$ cat src/bfea_pkg.sv
// Shared types and codes for the best-fit extent allocator.
package bfea_pkg;

  typedef struct packed {
    logic [1:0]  func;
    logic [31:0] req_size;
    logic [31:0] addr;
  } req_t;

  typedef struct packed {
    logic [31:0] block_addr;
    logic [2:0]  status;
    logic [31:0] free_bytes;
  } rsp_t;

  localparam logic [1:0] FUNC_BEST = 2'd0;
  localparam logic [1:0] FUNC_AT   = 2'd1;
  localparam logic [1:0] FUNC_FREE = 2'd2;

  localparam logic [2:0] ST_OK      = 3'd0;
  localparam logic [2:0] ST_NOFIT   = 3'd1;
  localparam logic [2:0] ST_OUTSIDE = 3'd2;
  localparam logic [2:0] ST_FULL    = 3'd3;
  localparam logic [2:0] ST_HINT    = 3'd4;

  localparam logic [1:0] REG_BASE  = 2'd0;
  localparam logic [1:0] REG_SIZE  = 2'd1;
  localparam logic [1:0] REG_ROUND = 2'd2;

  localparam logic [31:0] RST_BASE  = 32'd0;
  localparam logic [31:0] RST_SIZE  = 32'd65536;
  localparam logic [8:0]  RST_ROUND = 9'd8;

endpackage

$ cat src/best_fit_extent_allocator.sv
// Top level of the best-fit extent allocator.
//
// Requests enter on start/req_i when busy is low: func selects best-fit
// allocate, allocate at hint, or free. Exactly one result per request appears
// on result_o, marked by done_o for one cycle; the receiver cannot stall it.
// The free extents are kept in one RAM ordered by address (start, length).
// A request passes through the bit-serial rounding unit, a check, a scan that
// streams the table through the RAM read port, a decision and a finish step.
// Removing or inserting an extent first moves the tail entries one slot
// through the single RAM write port; an insert then writes the new extent.
// busy falls as the result shows, so the next request is accepted at the
// earliest at the edge that ends the result cycle.
// After reset, and after a write to the base, size or rounding register on
// the APB port, the table is re-initialized to one extent covering the whole
// region (none if the size is zero), during which busy is high. Register
// writes must be made while idle; the block itself does not enforce this.
module best_fit_extent_allocator #(
  parameter int MAX_EXTENTS = 32
) (
  input  logic                 clk_i,
  input  logic                 rst_ni,
  input  logic                 start,
  output logic                 busy,
  input  bfea_pkg::req_t       req_i,
  output logic                 done_o,
  output bfea_pkg::rsp_t       result_o,
  input  logic                 psel,
  input  logic                 penable,
  input  logic                 pwrite,
  input  logic [3:0]           paddr,
  input  logic [31:0]          pwdata,
  output logic [31:0]          prdata,
  output logic                 pready
);
  import bfea_pkg::*;

  localparam int IW = $clog2(MAX_EXTENTS);
  localparam int CW = IW + 1;
  localparam logic [CW-1:0] CNT_MAX = CW'(MAX_EXTENTS);

  localparam logic [3:0] S_INIT   = 4'd0;
  localparam logic [3:0] S_IDLE   = 4'd1;
  localparam logic [3:0] S_ROUND  = 4'd2;
  localparam logic [3:0] S_CHECK  = 4'd3;
  localparam logic [3:0] S_SCAN   = 4'd4;
  localparam logic [3:0] S_DECIDE = 4'd5;
  localparam logic [3:0] S_SHIFT  = 4'd6;
  localparam logic [3:0] S_INSNEW = 4'd7;
  localparam logic [3:0] S_FIN    = 4'd8;

  logic [3:0]    state_q, state_d;
  logic [31:0]   base_q, base_d, rsize_q, rsize_d, free_q, free_d;
  logic [8:0]    unit_q, unit_d;
  logic [CW-1:0] cnt_q, cnt_d, k_q, k_d, ptr_q, ptr_d, mv_q, mv_d, rk_q, rk_d;
  logic          rv_q, rv_d, found_q, found_d, ins_q, ins_d, done_q, done_d;
  logic [1:0]    func_q, func_d;
  logic [31:0]   addr_q, addr_d, est_q, est_d, eln_q, eln_d, pst_q, pst_d;
  logic [31:0]   pln_q, pln_d, res_addr_q, res_addr_d;
  logic [2:0]    res_st_q, res_st_d;
  logic [32:0]   size_q, size_d;
  logic [63:0]   nv_q, nv_d;
  logic [IW-1:0] nk_q, nk_d;
  rsp_t          rsp_q, rsp_d;

  logic          we;
  logic [IW-1:0] waddr, raddr;
  logic [63:0]   wdata, rdata;
  logic          rnd_start, rnd_done;
  logic [32:0]   rnd_size;
  logic          cfg_wr;

  logic [31:0]   rd_st, rd_ln;
  logic [32:0]   rd_end, ext_end, rend, pe, e_f, fl;
  logic [33:0]   he;
  logic [CW-1:0] pos;
  logic          bad, jp, jn;

  bfea_ram #(.WIDTH(64), .DEPTH(MAX_EXTENTS)) u_ram (
    .clk_i   (clk_i),
    .we_i    (we),
    .waddr_i (waddr),
    .wdata_i (wdata),
    .raddr_i (raddr),
    .rdata_o (rdata)
  );

  bfea_round u_round (
    .clk_i      (clk_i),
    .rst_ni     (rst_ni),
    .start_i    (rnd_start),
    .req_size_i (req_i.req_size),
    .unit_i     (unit_q),
    .done_o     (rnd_done),
    .size_o     (rnd_size)
  );

  assign busy      = (state_q != S_IDLE);
  assign rnd_start = start && !busy;
  assign cfg_wr    = psel && penable && pwrite;
  assign pready    = 1'b1;

  always_comb begin
    case (paddr[3:2])
      REG_BASE:  prdata = base_q;
      REG_SIZE:  prdata = rsize_q;
      REG_ROUND: prdata = {23'd0, unit_q};
      default:   prdata = 32'd0;
    endcase
  end

  assign rd_st   = rdata[63:32];
  assign rd_ln   = rdata[31:0];
  assign rd_end  = {1'b0, rd_st} + {1'b0, rd_ln};
  assign ext_end = {1'b0, est_q} + {1'b0, eln_q};
  assign he      = {2'b0, addr_q} + {1'b0, size_q};
  assign rend    = {1'b0, base_q} + {1'b0, rsize_q};
  assign pe      = {1'b0, pst_q} + {1'b0, pln_q};
  assign e_f     = (he > {1'b0, rend}) ? rend : he[32:0];
  assign fl      = e_f - {1'b0, addr_q};
  assign pos     = found_q ? k_q : cnt_q;
  assign jp      = (pos != '0) && (pe == {1'b0, addr_q});
  assign jn      = found_q && ({1'b0, est_q} == e_f);
  assign bad     = ((pos != '0) && (pe > {1'b0, addr_q})) ||
                   (found_q && ({1'b0, est_q} < e_f));

  always_comb begin
    state_d    = state_q;
    base_d     = base_q;
    rsize_d    = rsize_q;
    unit_d     = unit_q;
    cnt_d      = cnt_q;
    free_d     = free_q;
    k_d        = k_q;
    ptr_d      = ptr_q;
    mv_d       = mv_q;
    rk_d       = rk_q;
    rv_d       = 1'b0;
    found_d    = found_q;
    ins_d      = ins_q;
    done_d     = 1'b0;
    func_d     = func_q;
    addr_d     = addr_q;
    est_d      = est_q;
    eln_d      = eln_q;
    pst_d      = pst_q;
    pln_d      = pln_q;
    res_addr_d = res_addr_q;
    res_st_d   = res_st_q;
    size_d     = size_q;
    nv_d       = nv_q;
    nk_d       = nk_q;
    rsp_d      = rsp_q;
    we         = 1'b0;
    waddr      = '0;
    wdata      = '0;
    raddr      = ptr_q[IW-1:0];

    case (state_q)
      S_INIT: begin
        we      = 1'b1;
        wdata   = {base_q, rsize_q};
        cnt_d   = (rsize_q != 32'd0) ? CW'(1) : '0;
        free_d  = rsize_q;
        state_d = S_IDLE;
      end
      S_IDLE: begin
        if (start) begin
          func_d   = req_i.func;
          addr_d   = req_i.addr;
          res_addr_d = 32'd0;
          res_st_d = ST_OK;
          state_d  = S_ROUND;
        end
      end
      S_ROUND: begin
        if (rnd_done) begin
          size_d  = rnd_size;
          state_d = S_CHECK;
        end
      end
      S_CHECK: begin
        ptr_d   = '0;
        found_d = 1'b0;
        state_d = S_SCAN;
        case (func_q)
          FUNC_BEST: begin
            if ({1'b0, free_q} < size_q) begin
              res_st_d = ST_NOFIT;
              state_d  = S_FIN;
            end
          end
          FUNC_AT: ;
          FUNC_FREE: begin
            if ((addr_q < base_q) || ({1'b0, addr_q} >= rend)) begin
              res_st_d = ST_OUTSIDE;
              state_d  = S_FIN;
            end
          end
          default: state_d = S_FIN;
        endcase
      end
      S_SCAN: begin
        // stream the table: issue one read, evaluate the one issued last cycle
        if (ptr_q != cnt_q) begin
          rv_d  = 1'b1;
          rk_d  = ptr_q;
          ptr_d = ptr_q + CW'(1);
        end
        if (rv_q) begin
          case (func_q)
            FUNC_BEST: begin
              if (({1'b0, rd_ln} >= size_q) && (!found_q || rd_ln < eln_q)) begin
                found_d = 1'b1;
                k_d     = rk_q;
                est_d   = rd_st;
                eln_d   = rd_ln;
              end
            end
            FUNC_AT: begin
              if (!found_q && (addr_q >= rd_st) && (he <= {1'b0, rd_end})) begin
                found_d = 1'b1;
                k_d     = rk_q;
                est_d   = rd_st;
                eln_d   = rd_ln;
              end
            end
            default: begin
              if (!found_q) begin
                if (rd_st >= addr_q) begin
                  found_d = 1'b1;
                  k_d     = rk_q;
                  est_d   = rd_st;
                  eln_d   = rd_ln;
                end else begin
                  pst_d = rd_st;
                  pln_d = rd_ln;
                end
              end
            end
          endcase
        end
        if ((ptr_q == cnt_q) && !rv_q) begin
          state_d = S_DECIDE;
        end
      end
      S_DECIDE: begin
        state_d = S_FIN;
        case (func_q)
          FUNC_BEST: begin
            if (!found_q) begin
              res_st_d = ST_NOFIT;
            end else begin
              res_addr_d = est_q;
              free_d     = free_q - size_q[31:0];
              if ({1'b0, eln_q} == size_q) begin
                ins_d   = 1'b0;
                mv_d    = cnt_q - CW'(1) - k_q;
                ptr_d   = k_q + CW'(1);
                cnt_d   = cnt_q - CW'(1);
                state_d = S_SHIFT;
              end else begin
                we    = 1'b1;
                waddr = k_q[IW-1:0];
                wdata = {est_q + size_q[31:0], eln_q - size_q[31:0]};
              end
            end
          end
          FUNC_AT: begin
            if (!found_q) begin
              res_st_d = ST_HINT;
            end else if ((addr_q != est_q) && (he != {1'b0, ext_end}) &&
                         (cnt_q == CNT_MAX)) begin
              res_st_d = ST_FULL;
            end else begin
              res_addr_d = addr_q;
              free_d     = free_q - size_q[31:0];
              if ((addr_q == est_q) && (he == {1'b0, ext_end})) begin
                ins_d   = 1'b0;
                mv_d    = cnt_q - CW'(1) - k_q;
                ptr_d   = k_q + CW'(1);
                cnt_d   = cnt_q - CW'(1);
                state_d = S_SHIFT;
              end else if (addr_q == est_q) begin
                we    = 1'b1;
                waddr = k_q[IW-1:0];
                wdata = {he[31:0], ext_end[31:0] - he[31:0]};
              end else begin
                we    = 1'b1;
                waddr = k_q[IW-1:0];
                wdata = {est_q, addr_q - est_q};
                if (he != {1'b0, ext_end}) begin
                  // split: tail part goes into a new slot after this one
                  ins_d   = 1'b1;
                  nk_d    = k_q[IW-1:0] + IW'(1);
                  nv_d    = {he[31:0], ext_end[31:0] - he[31:0]};
                  mv_d    = cnt_q - k_q - CW'(1);
                  ptr_d   = cnt_q - CW'(1);
                  cnt_d   = cnt_q + CW'(1);
                  state_d = S_SHIFT;
                end
              end
            end
          end
          default: begin
            if (bad) begin
              res_st_d = ST_OUTSIDE;
            end else if (!jp && !jn && (cnt_q == CNT_MAX)) begin
              res_st_d = ST_FULL;
            end else begin
              free_d = free_q + fl[31:0];
              if (jp) begin
                we    = 1'b1;
                waddr = pos[IW-1:0] - IW'(1);
                wdata = {pst_q, pln_q + fl[31:0] + (jn ? eln_q : 32'd0)};
                if (jn) begin
                  ins_d   = 1'b0;
                  mv_d    = cnt_q - CW'(1) - pos;
                  ptr_d   = pos + CW'(1);
                  cnt_d   = cnt_q - CW'(1);
                  state_d = S_SHIFT;
                end
              end else if (jn) begin
                we    = 1'b1;
                waddr = pos[IW-1:0];
                wdata = {addr_q, eln_q + fl[31:0]};
              end else begin
                ins_d   = 1'b1;
                nk_d    = pos[IW-1:0];
                nv_d    = {addr_q, fl[31:0]};
                mv_d    = cnt_q - pos;
                ptr_d   = cnt_q - CW'(1);
                cnt_d   = cnt_q + CW'(1);
                state_d = S_SHIFT;
              end
            end
          end
        endcase
      end
      S_SHIFT: begin
        // move the tail one slot: read ahead, write the entry read last cycle
        if (mv_q != '0) begin
          rv_d  = 1'b1;
          rk_d  = ptr_q;
          ptr_d = ins_q ? ptr_q - CW'(1) : ptr_q + CW'(1);
          mv_d  = mv_q - CW'(1);
        end
        if (rv_q) begin
          we    = 1'b1;
          waddr = ins_q ? rk_q[IW-1:0] + IW'(1) : rk_q[IW-1:0] - IW'(1);
          wdata = rdata;
        end
        if ((mv_q == '0) && !rv_q) begin
          state_d = ins_q ? S_INSNEW : S_FIN;
        end
      end
      S_INSNEW: begin
        we      = 1'b1;
        waddr   = nk_q;
        wdata   = nv_q;
        state_d = S_FIN;
      end
      S_FIN: begin
        done_d           = 1'b1;
        rsp_d.block_addr = (res_st_q == ST_OK) ? res_addr_q : 32'd0;
        rsp_d.status     = res_st_q;
        rsp_d.free_bytes = free_q;
        state_d          = S_IDLE;
      end
      default: state_d = S_INIT;
    endcase

    if (cfg_wr) begin
      case (paddr[3:2])
        REG_BASE:  begin base_d  = pwdata;      state_d = S_INIT; end
        REG_SIZE:  begin rsize_d = pwdata;      state_d = S_INIT; end
        REG_ROUND: begin unit_d  = pwdata[8:0]; state_d = S_INIT; end
        default: ;
      endcase
    end
  end

  always_ff @(posedge clk_i or negedge rst_ni) begin
    if (!rst_ni) begin
      state_q <= S_INIT;
      base_q  <= RST_BASE;
      rsize_q <= RST_SIZE;
      unit_q  <= RST_ROUND;
      cnt_q   <= '0;
      free_q  <= '0;
      rv_q    <= 1'b0;
      done_q  <= 1'b0;
      mv_q    <= '0;
      ptr_q   <= '0;
      found_q <= 1'b0;
      ins_q   <= 1'b0;
    end else begin
      state_q <= state_d;
      base_q  <= base_d;
      rsize_q <= rsize_d;
      unit_q  <= unit_d;
      cnt_q   <= cnt_d;
      free_q  <= free_d;
      rv_q    <= rv_d;
      done_q  <= done_d;
      mv_q    <= mv_d;
      ptr_q   <= ptr_d;
      found_q <= found_d;
      ins_q   <= ins_d;
    end
  end

  always_ff @(posedge clk_i) begin
    k_q        <= k_d;
    rk_q       <= rk_d;
    func_q     <= func_d;
    addr_q     <= addr_d;
    est_q      <= est_d;
    eln_q      <= eln_d;
    pst_q      <= pst_d;
    pln_q      <= pln_d;
    res_addr_q <= res_addr_d;
    res_st_q   <= res_st_d;
    size_q     <= size_d;
    nv_q       <= nv_d;
    nk_q       <= nk_d;
    rsp_q      <= rsp_d;
  end

  assign done_o   = done_q;
  assign result_o = rsp_q;
endmodule

$ cat src/bfea_ram.sv
// Generic single-port-write, single-port-read RAM with registered read data.
module bfea_ram #(
  parameter int WIDTH = 64,
  parameter int DEPTH = 32
) (
  input  logic                     clk_i,
  input  logic                     we_i,
  input  logic [$clog2(DEPTH)-1:0] waddr_i,
  input  logic [WIDTH-1:0]         wdata_i,
  input  logic [$clog2(DEPTH)-1:0] raddr_i,
  output logic [WIDTH-1:0]         rdata_o
);
  logic [WIDTH-1:0] mem [DEPTH];

  always_ff @(posedge clk_i) begin
    if (we_i) begin
      mem[waddr_i] <= wdata_i;
    end
    rdata_o <= mem[raddr_i];
  end
endmodule

$ cat src/bfea_round.sv
// Bit-serial size rounding: zero to one, then up to a multiple of the unit.
module bfea_round (
  input  logic        clk_i,
  input  logic        rst_ni,
  input  logic        start_i,
  input  logic [31:0] req_size_i,
  input  logic [8:0]  unit_i,
  output logic        done_o,
  output logic [32:0] size_o
);
  logic        run_q, run_d, done_q, done_d;
  logic [4:0]  bit_q, bit_d;
  logic [31:0] s_q, s_d;
  logic [8:0]  rem_q, rem_d, unit_q, unit_d;
  logic [32:0] size_q, size_d;
  logic [9:0]  rem_x;

  always_comb begin
    run_d  = run_q;
    done_d = 1'b0;
    bit_d  = bit_q;
    s_d    = s_q;
    rem_d  = rem_q;
    unit_d = unit_q;
    size_d = size_q;
    rem_x  = {rem_q, s_q[bit_q]};
    if (start_i) begin
      s_d    = (req_size_i == 32'd0) ? 32'd1 : req_size_i;
      unit_d = (unit_i == 9'd0) ? 9'd1 : unit_i;
      rem_d  = '0;
      bit_d  = 5'd31;
      run_d  = 1'b1;
    end else if (run_q) begin
      // long division remainder, one dividend bit per cycle
      if (rem_x >= {1'b0, unit_q}) begin
        rem_x = rem_x - {1'b0, unit_q};
      end
      rem_d = rem_x[8:0];
      bit_d = bit_q - 5'd1;
      if (bit_q == 5'd0) begin
        run_d  = 1'b0;
        done_d = 1'b1;
        size_d = {1'b0, s_q} + ((rem_d != 9'd0) ? {24'd0, unit_q - rem_d} : 33'd0);
      end
    end
  end

  always_ff @(posedge clk_i or negedge rst_ni) begin
    if (!rst_ni) begin
      run_q  <= 1'b0;
      done_q <= 1'b0;
    end else begin
      run_q  <= run_d;
      done_q <= done_d;
    end
  end

  always_ff @(posedge clk_i) begin
    bit_q  <= bit_d;
    s_q    <= s_d;
    rem_q  <= rem_d;
    unit_q <= unit_d;
    size_q <= size_d;
  end

  assign done_o = done_q;
  assign size_o = size_q;
endmodule

$ cat config.mk
export PLATFORM = sky130hd
export DESIGN_NAME = best_fit_extent_allocator
export DESIGN_NICKNAME = d
export VERILOG_FILES = /design/src/bfea_pkg.sv /design/src/best_fit_extent_allocator.sv /design/src/bfea_ram.sv /design/src/bfea_round.sv
export SDC_FILE = /design/constraint.sdc
export NUM_CORES = 2
export LEC_CHECK = 0
export ABC_AREA = 1
export BUFFER_PORTS_ARGS = -buffer_cell sky130_fd_sc_hd__buf_4
export CAP_MARGIN = 10
export CELL_PAD_IN_SITES_DETAIL_PLACEMENT = 0
export CELL_PAD_IN_SITES_GLOBAL_PLACEMENT = 2
export CORE_MARGIN = 8
export CORE_UTILIZATION = 30
export DETAILED_ROUTE_END_ITERATION = 8
export GPL_ROUTABILITY_DRIVEN = 0
export HOLD_SLACK_MARGIN = 0.1
export PLACE_DENSITY = 0.7
export SETUP_SLACK_MARGIN = 0.05
export SYNTH_ARGS = -nofsm -noshare
export SYNTH_HDL_FRONTEND = slang
export SYNTH_HIERARCHICAL = 1
export SYNTH_SLANG_ARGS = --single-unit
$ cat constraint.sdc
create_clock -name clk_i -period 10.89 [get_ports clk_i]
set_input_delay 0.5445 -clock clk_i [delete_from_list [all_inputs] [get_ports clk_i]]
set_output_delay 0.5445 -clock clk_i [all_outputs]
set_load 0.02 [all_outputs]
# Word-level counts from Yosys, hierarchy flattened
# Memories as Yosys holds them, arrays and structs flattened. A register that Yosys moved wholly into a read port is not among the register bits.
# Cells that the tools add are included.
[word_totals] ff_bits=599 word_cells=435 mem_count=1 inputBits=108 output_inout_bits=102 ramBits=2048
[mem_list] memory="u_ram.mem" depth=32 width=64 rd=1 rd_clocked_by_memory_dff=1 wr=1 line_no="bfea_ram.sv:13" source="logic [WIDTH-1:0] mem [DEPTH];"
[op_classes] n_mux=213 bitwise_logic=5 eq_ne=66 n_reduce_logical=67 add_sub_neg=35 order_cmp=13
[op_table] cell="64-bit two-way mux" count=20
[op_table] cell="32-bit two-way mux" count=18
[op_table] cell="32-bit one-hot mux with 2 select lines" count=6
[op_table] cell="6-bit two-way mux" count=47
[op_table] cell="64-bit one-hot mux with 2 select lines" count=2
[op_table] cell="64-bit one-hot mux with 4 select lines" count=1
[op_table] cell="32-bit adder" count=5
[op_table] cell="32-bit subtractor" count=5
[op_table] cell="32-bit by 32-bit adder with 33-bit output" count=4
[op_table] cell="5-bit two-way mux" count=20
[op_table] cell="32-bit one-hot mux with 3 select lines" count=1
[op_table] cell="4-bit two-way mux" count=21
[op_table] cell="6-bit one-hot mux with 2 select lines" count=7
[op_table] cell="32-bit by 33-bit == test with 1-bit output" count=2
[op_table] cell="32-bit by 33-bit greater-or-equal comparator with 1-bit output" count=2
[op_table] cell="32-bit by 33-bit less-than comparator with 1-bit output" count=2
[op_table] cell="32-bit greater-or-equal comparator" count=2
[op_table] cell="32-bit less-than comparator" count=2
[op_table] cell="1-bit two-way mux" count=40
[op_table] cell="3-bit inequality test, second input constant" count=13
[op_table] cell="9-bit two-way mux" count=4
[op_table] cell="32-bit by 33-bit adder with 34-bit output" count=1
[op_table] cell="34-bit by 33-bit == test with 1-bit output" count=1
[op_table] cell="34-bit by 33-bit > comparator with 1-bit output" count=1
[op_table] cell="72 further kinds" count=172

# Longest topological paths before layout
[depth] ltp_word=14 mapped_depth=75 depth_no_buf=73

# Cells and area by module
# The synthesis kept the hierarchy.
[modules_own_cells] mod="bfea_ram" instances=1 seq_area_each_um2=62780.2 cells_each=6768 area_per_inst_um2=82974.6
[modules_own_cells] mod="best_fit_extent_allocator" instances=1 seq_area_each_um2=14631.5 cells_each=7512 area_per_inst_um2=54995.2
[modules_own_cells] mod="bfea_round" instances=1 seq_area_each_um2=2552.4 cells_each=615 area_per_inst_um2=5340.1

# Worst setup path after synthesis
# Ideal clock, no wire load.
[synth_timing] path_kind="reg-to-reg" start="register addr_q[0]" end="register nk_q[0], enable pin" n_path_buf=3 required_ps=10371 path_slack_ps=713 arrival_ps=9659 period_less_slack_ps=10177 stages_incl_launch_ff=41 cell_sequence="edfxtp_1 -> ha_1 -> fa_1 -> nand3_1 -> nand2_1 -> nand3_1 -> nand3_1 -> nand2_1 -> nand2_1 -> nand2_1 -> nand2_1 -> a21oi_1 -> inv_2 -> nand3_1 -> nand3_1 -> nand2_1 -> inv_1 -> ha_1 -> (+5 left out) -> nand2_4 -> clkbuf_1 -> clkbuf_1 -> nand2_1 -> o21ai_0 -> inv_1 -> ha_1 -> nand2_1 -> or4_1 -> nor4_1 -> nand2_2 -> clkbuf_1 -> ha_1 -> nand2_1 -> nor2_1 -> nor3b_1 -> o211ai_1 -> a21oi_1"
[synth_via] elab_chain_len=10 word_cells_on_any_way=32
[synth_rtl] element="start, declared" line_no="best_fit_extent_allocator.sv:57" source="logic [31:0] addr_q, addr_d, est_q, est_d, eln_q, eln_d, pst_q, pst_d;"
[synth_rtl] element="start signal, assigned" line_no="best_fit_extent_allocator.sv:416" source="addr_q <= addr_d;"
[synth_rtl] element="parallel branches: the longest is 9 deep, another holds 32-bit by 33-bit adder with 34-bit output"
[synth_rtl] element="11-bit AND reduction (no line) (*)"
[synth_rtl] element="end signal, assigned" line_no="best_fit_extent_allocator.sv:425" source="nk_q <= nk_d;"
[synth_rtl] element="end, declared" line_no="best_fit_extent_allocator.sv:62" source="logic [IW-1:0] nk_q, nk_d;"
# Every way passes the cells marked *.
# A chain may end at the register's enable or synchronous reset.

# Worst setup path in the final report
[layout_timing] start="register size_q[8]" end="memory u_ram.mem[17][31], data pin"
[layout_via] elab_chain_len=12 word_cells_on_any_way=36
[layout_rtl] element="start, declared" line_no="best_fit_extent_allocator.sv:60" source="logic [32:0] size_q, size_d;"
[layout_rtl] element="start signal, assigned" line_no="best_fit_extent_allocator.sv:423" source="size_q <= size_d;"
[layout_rtl] element="parallel branches: the longest is 10 deep, another holds 32-bit by 33-bit adder with 34-bit output"
[layout_rtl] element="64-bit one-hot mux with 2 select lines (*)" line_no="best_fit_extent_allocator.sv:248" source="case (func_q)"
[layout_rtl] element="64-bit one-hot mux with 4 select lines (*)" line_no="best_fit_extent_allocator.sv:158" source="case (state_q)"
[layout_rtl] element="via wdata[31]" line_no="best_fit_extent_allocator.sv:67" source="logic [63:0] wdata, rdata;"
[layout_rtl] element="end, declared" line_no="bfea_ram.sv:13"
# Mark *: on every way through the listed nets, which the timed path passes.

==> impl_metrics.toml <==
[clock_tree]
cts_tree = "done"
clk_path_buf_depth = 4
cts.sinks = 2711
h-tree-depth = 5
clock_latency_ns = 0.98
cts_made_buffers = 314
clk_pin_slew_ns = 0.07
cts_root_buf = "clkbuf_16"

[sta]
hold_violations = 0
slew_headroom_pct = 9.15
finalCritPeriodShare_pct = 94.4
setup_ws_ns = 0.614
worst_pin_slew_ns = 1.35
setup_viol = 0
max_freq_mhz = 97.3
drv_slew = 0
fin_setup_tns_ns = 0
rsz0062_at_grt = "no"
fin_crit_ns = 10.28
skew_ns = 0.0656

[global_routing]
grt_max_degree = 170
antenna_found_initial = 37
track_usage_pct = 22.8
grt_overflow_total = 0
first_global_vias = 110126
grt_pass1_wl_um = 833000

[placed_design]
dp_hpwl_um = 419000
dp.cells = 21464
dpl_cell_area_mm2 = 0.157
place_ws_ns = -0.433
port_buffers = 206

[synth]
ys_ff_latch = 2711
ys.flop_type = "edfxtp_1"
synth_edf_count = 2500
ys_types = 84
synth_area_mm2 = 0.143
avgSynthCellArea_um2 = 9.62
synth_nets = 15843
async_reset_ff_share_pct = 4.91
seq_area_frac_synth_pct = 55.8
postSynthCellCount = 14895
yosysWarnings = 6

[floorplan]
row_count = 254
die_y_um = 707
die-area_mm2 = 0.500
die_x_um = 707
coreArea_mm2 = 0.477
start_util_pct = 30.0
num_io_pins = 210

[worst_hold_path]
hp-class = "primary input to async pin"

[flow_run]
cap_violations = 0

[power_and_ir_drop]
pwr-share-comb_pct = 53.2
power.density_mw_per_mm2 = 308
power_uw = 52000
switchingPower_uw = 24500
p_seq_share_pct = 26.8
clockPowerShare_pct = 20.1
sw_frac_of_total_pct = 47.2
power_leakage_uw = 0.0670
p_int_uw = 27400
vdd_drop_max_mv = 0.207

[routing]
vias = 114892
routed_wl_um = 597000
ant_nets = 0
route.detailed.drc = 0
drt_iter0_markers = 11495
first_pass_iters = 8
detail_route.vias_per_cell = 5.18
wire_per_inst_um = 26.9

[setup_path]
arrival_ns = 10.95
path_max_fanout = 18
cp_slowest_cell = "or4_1"
required_ns = 11.56
cpMostUsedCell = "nand2_1"
cp_slowest_stage_delay_ns = 0.56
path_class = "flop to flop"
endpoint_kind = "flop"
start_kind = "flop"
r2r-start = "size_q[8]"
cp-startpoint = "size_q[8]"

[final_layout]
num-fill-cells = 48294
seq_area_mm2 = 0.0800
area_growth_pct = 17.6
post-route-cell-area_mm2 = 0.169
final_common_cell = "nand2_1"
drive_above_1_share_pct = 9.70
multi_input_area_mm2 = 0.0567
num-nets-final = 16443
final_cell_mix = "4058 x nand2_1, 2500 x edfxtp_1, 2188 x nand3_1"
instances_no_fill = 22185

[outcome]
status = "finished, final reports clean"
## final timing paths
kind	endpoint	slack [ns]	cells after the start
min reg2reg	k_q[5]	0.42	0
max	u_ram/mem[17][31]	0.61	61
min in group clk_i	func_q[0]	0.29	3
max reg2reg	u_ram/mem[17][31]	0.61	61
max in group asynchronous	free_q[1]	9.31	4
min	free_q[31]	0.16	3
## layer usage
layer / track usage, % / wire length (um) / share of wire, %
met2: 36.1 / 268000 / 45
met1: 31.8 / 265000 / 44
met3: 3.42 / 39500 / 6.6
met5: 0 / 70 / 0.012
met4: 8.01 / 24800 / 4.2
## synth_stat cells, drive strengths merged, types with 21 or more instances
library cell	instances	area (um2)
o211ai	52	390
nand4	132	878
a21oi	814	4090
inv	1106	4150
nor4	50	325
edfxtp	2500	75100
ha	796	9960
o22ai	51	319
xnor2	131	1180
o21ai	782	3930
xor2	224	2000
o221ai	21	184
a211oi	23	173
dfxtp	78	1560
dfrtp	131	3280
o21a	38	285
buf	398	2030
a221oi	34	298
nor3	102	566
o21bai	44	334
or2	28	175
nor2	551	2140
a21boi	21	158
nand2	4094	15500
a21o	33	248
a31oi	52	325
fa	44	881
clkbuf	260	976
nand3	2200	11100
## cell families (layout without fill, tap and decap cells)
logic type | after synthesis | in the layout | synth area share (%)
AND/OR/NAND/NOR | 7187 | 7187 | 21.5
flip-flops | 2711 | 2711 | 55.8
AO/OA/AOI/OAI | 2030 | 2030 | 7.87
buffers and inverters | 1770 | 2624 | 5.01
adder cells (fa/ha/maj) | 840 | 840 | 7.56
XOR/XNOR | 355 | 355 | 2.22
other | 1 | 37 | 0.00262
multiplexers | 1 | 1 | 0.00698
## layout make-up
class                   count  area share, %
repair buffers            942           5.70
flip-flops and latches   2711           47.5
inverters                1112           2.51
clock inverters           153          0.829
diodes                     36         0.0535
well taps                6400           4.75
clock buffers             417           5.06
multi-input cells       10414           33.6
## power by group through the flow
stage / Sequential, uW / Combinational (uW) / Clock (uW)
CTS: 13900 / 27100 / 10700
finish: 13900 / 27600 / 10400
global route: 13900 / 30100 / 11000
global placement: 14100 / 27000 / 0
detailed placement: 14100 / 26900 / 0
floorplan: 13700 / 16600 / 0
## critical path: cells and delay by family (launching register included)
family / cells / cell delay (ns)
AOI/OAI and AO/OA: 10 / 1.48
xor gates and xnor gates: 1 / 0.18
adders and majority gates: 6 / 2.08
buffers and inverters: 11 / 1.46
DFF: 1 / 0.48
and+or+nand+nor: 33 / 4.25
## state kept, by name, summed over array words and instances (netlist names), 32 cells and up
signal          count
eln_q              32
base_q             32
res_addr_q         32
u_ram/rdata_o      64
free_q             32
addr_q             32
u_round/size_o     33
pst_q              32
result_o           67
pln_q              32
u_round/s_q        32
est_q              32
size_q             33
rsize_q            32
nv_q               64
u_ram/mem        2048
## through the flow
stage          hold slack (ns)  utilization [%]
4_1_cts                  0.116             35.2
3_5_place_dp             0.405             32.9
6_report                 0.159             35.3
2_1_floorplan            0.249                -
3_3_place_gp             0.403             32.9
5_1_grt                  0.184             35.3
## repair_timing
item | 4_1_cts | 5_1_grt
gates resized for setup | 11 | 54
endpoints found under the setup margin | 353 | 540
setup buffers | 0 | 10
pin swaps | 1 | 9
hold endpoints to repair | 175 | 0
hold buffers | 100 | 0
cloned | 0 | 4
Note: power is estimated with default switching activity, not from simulation.
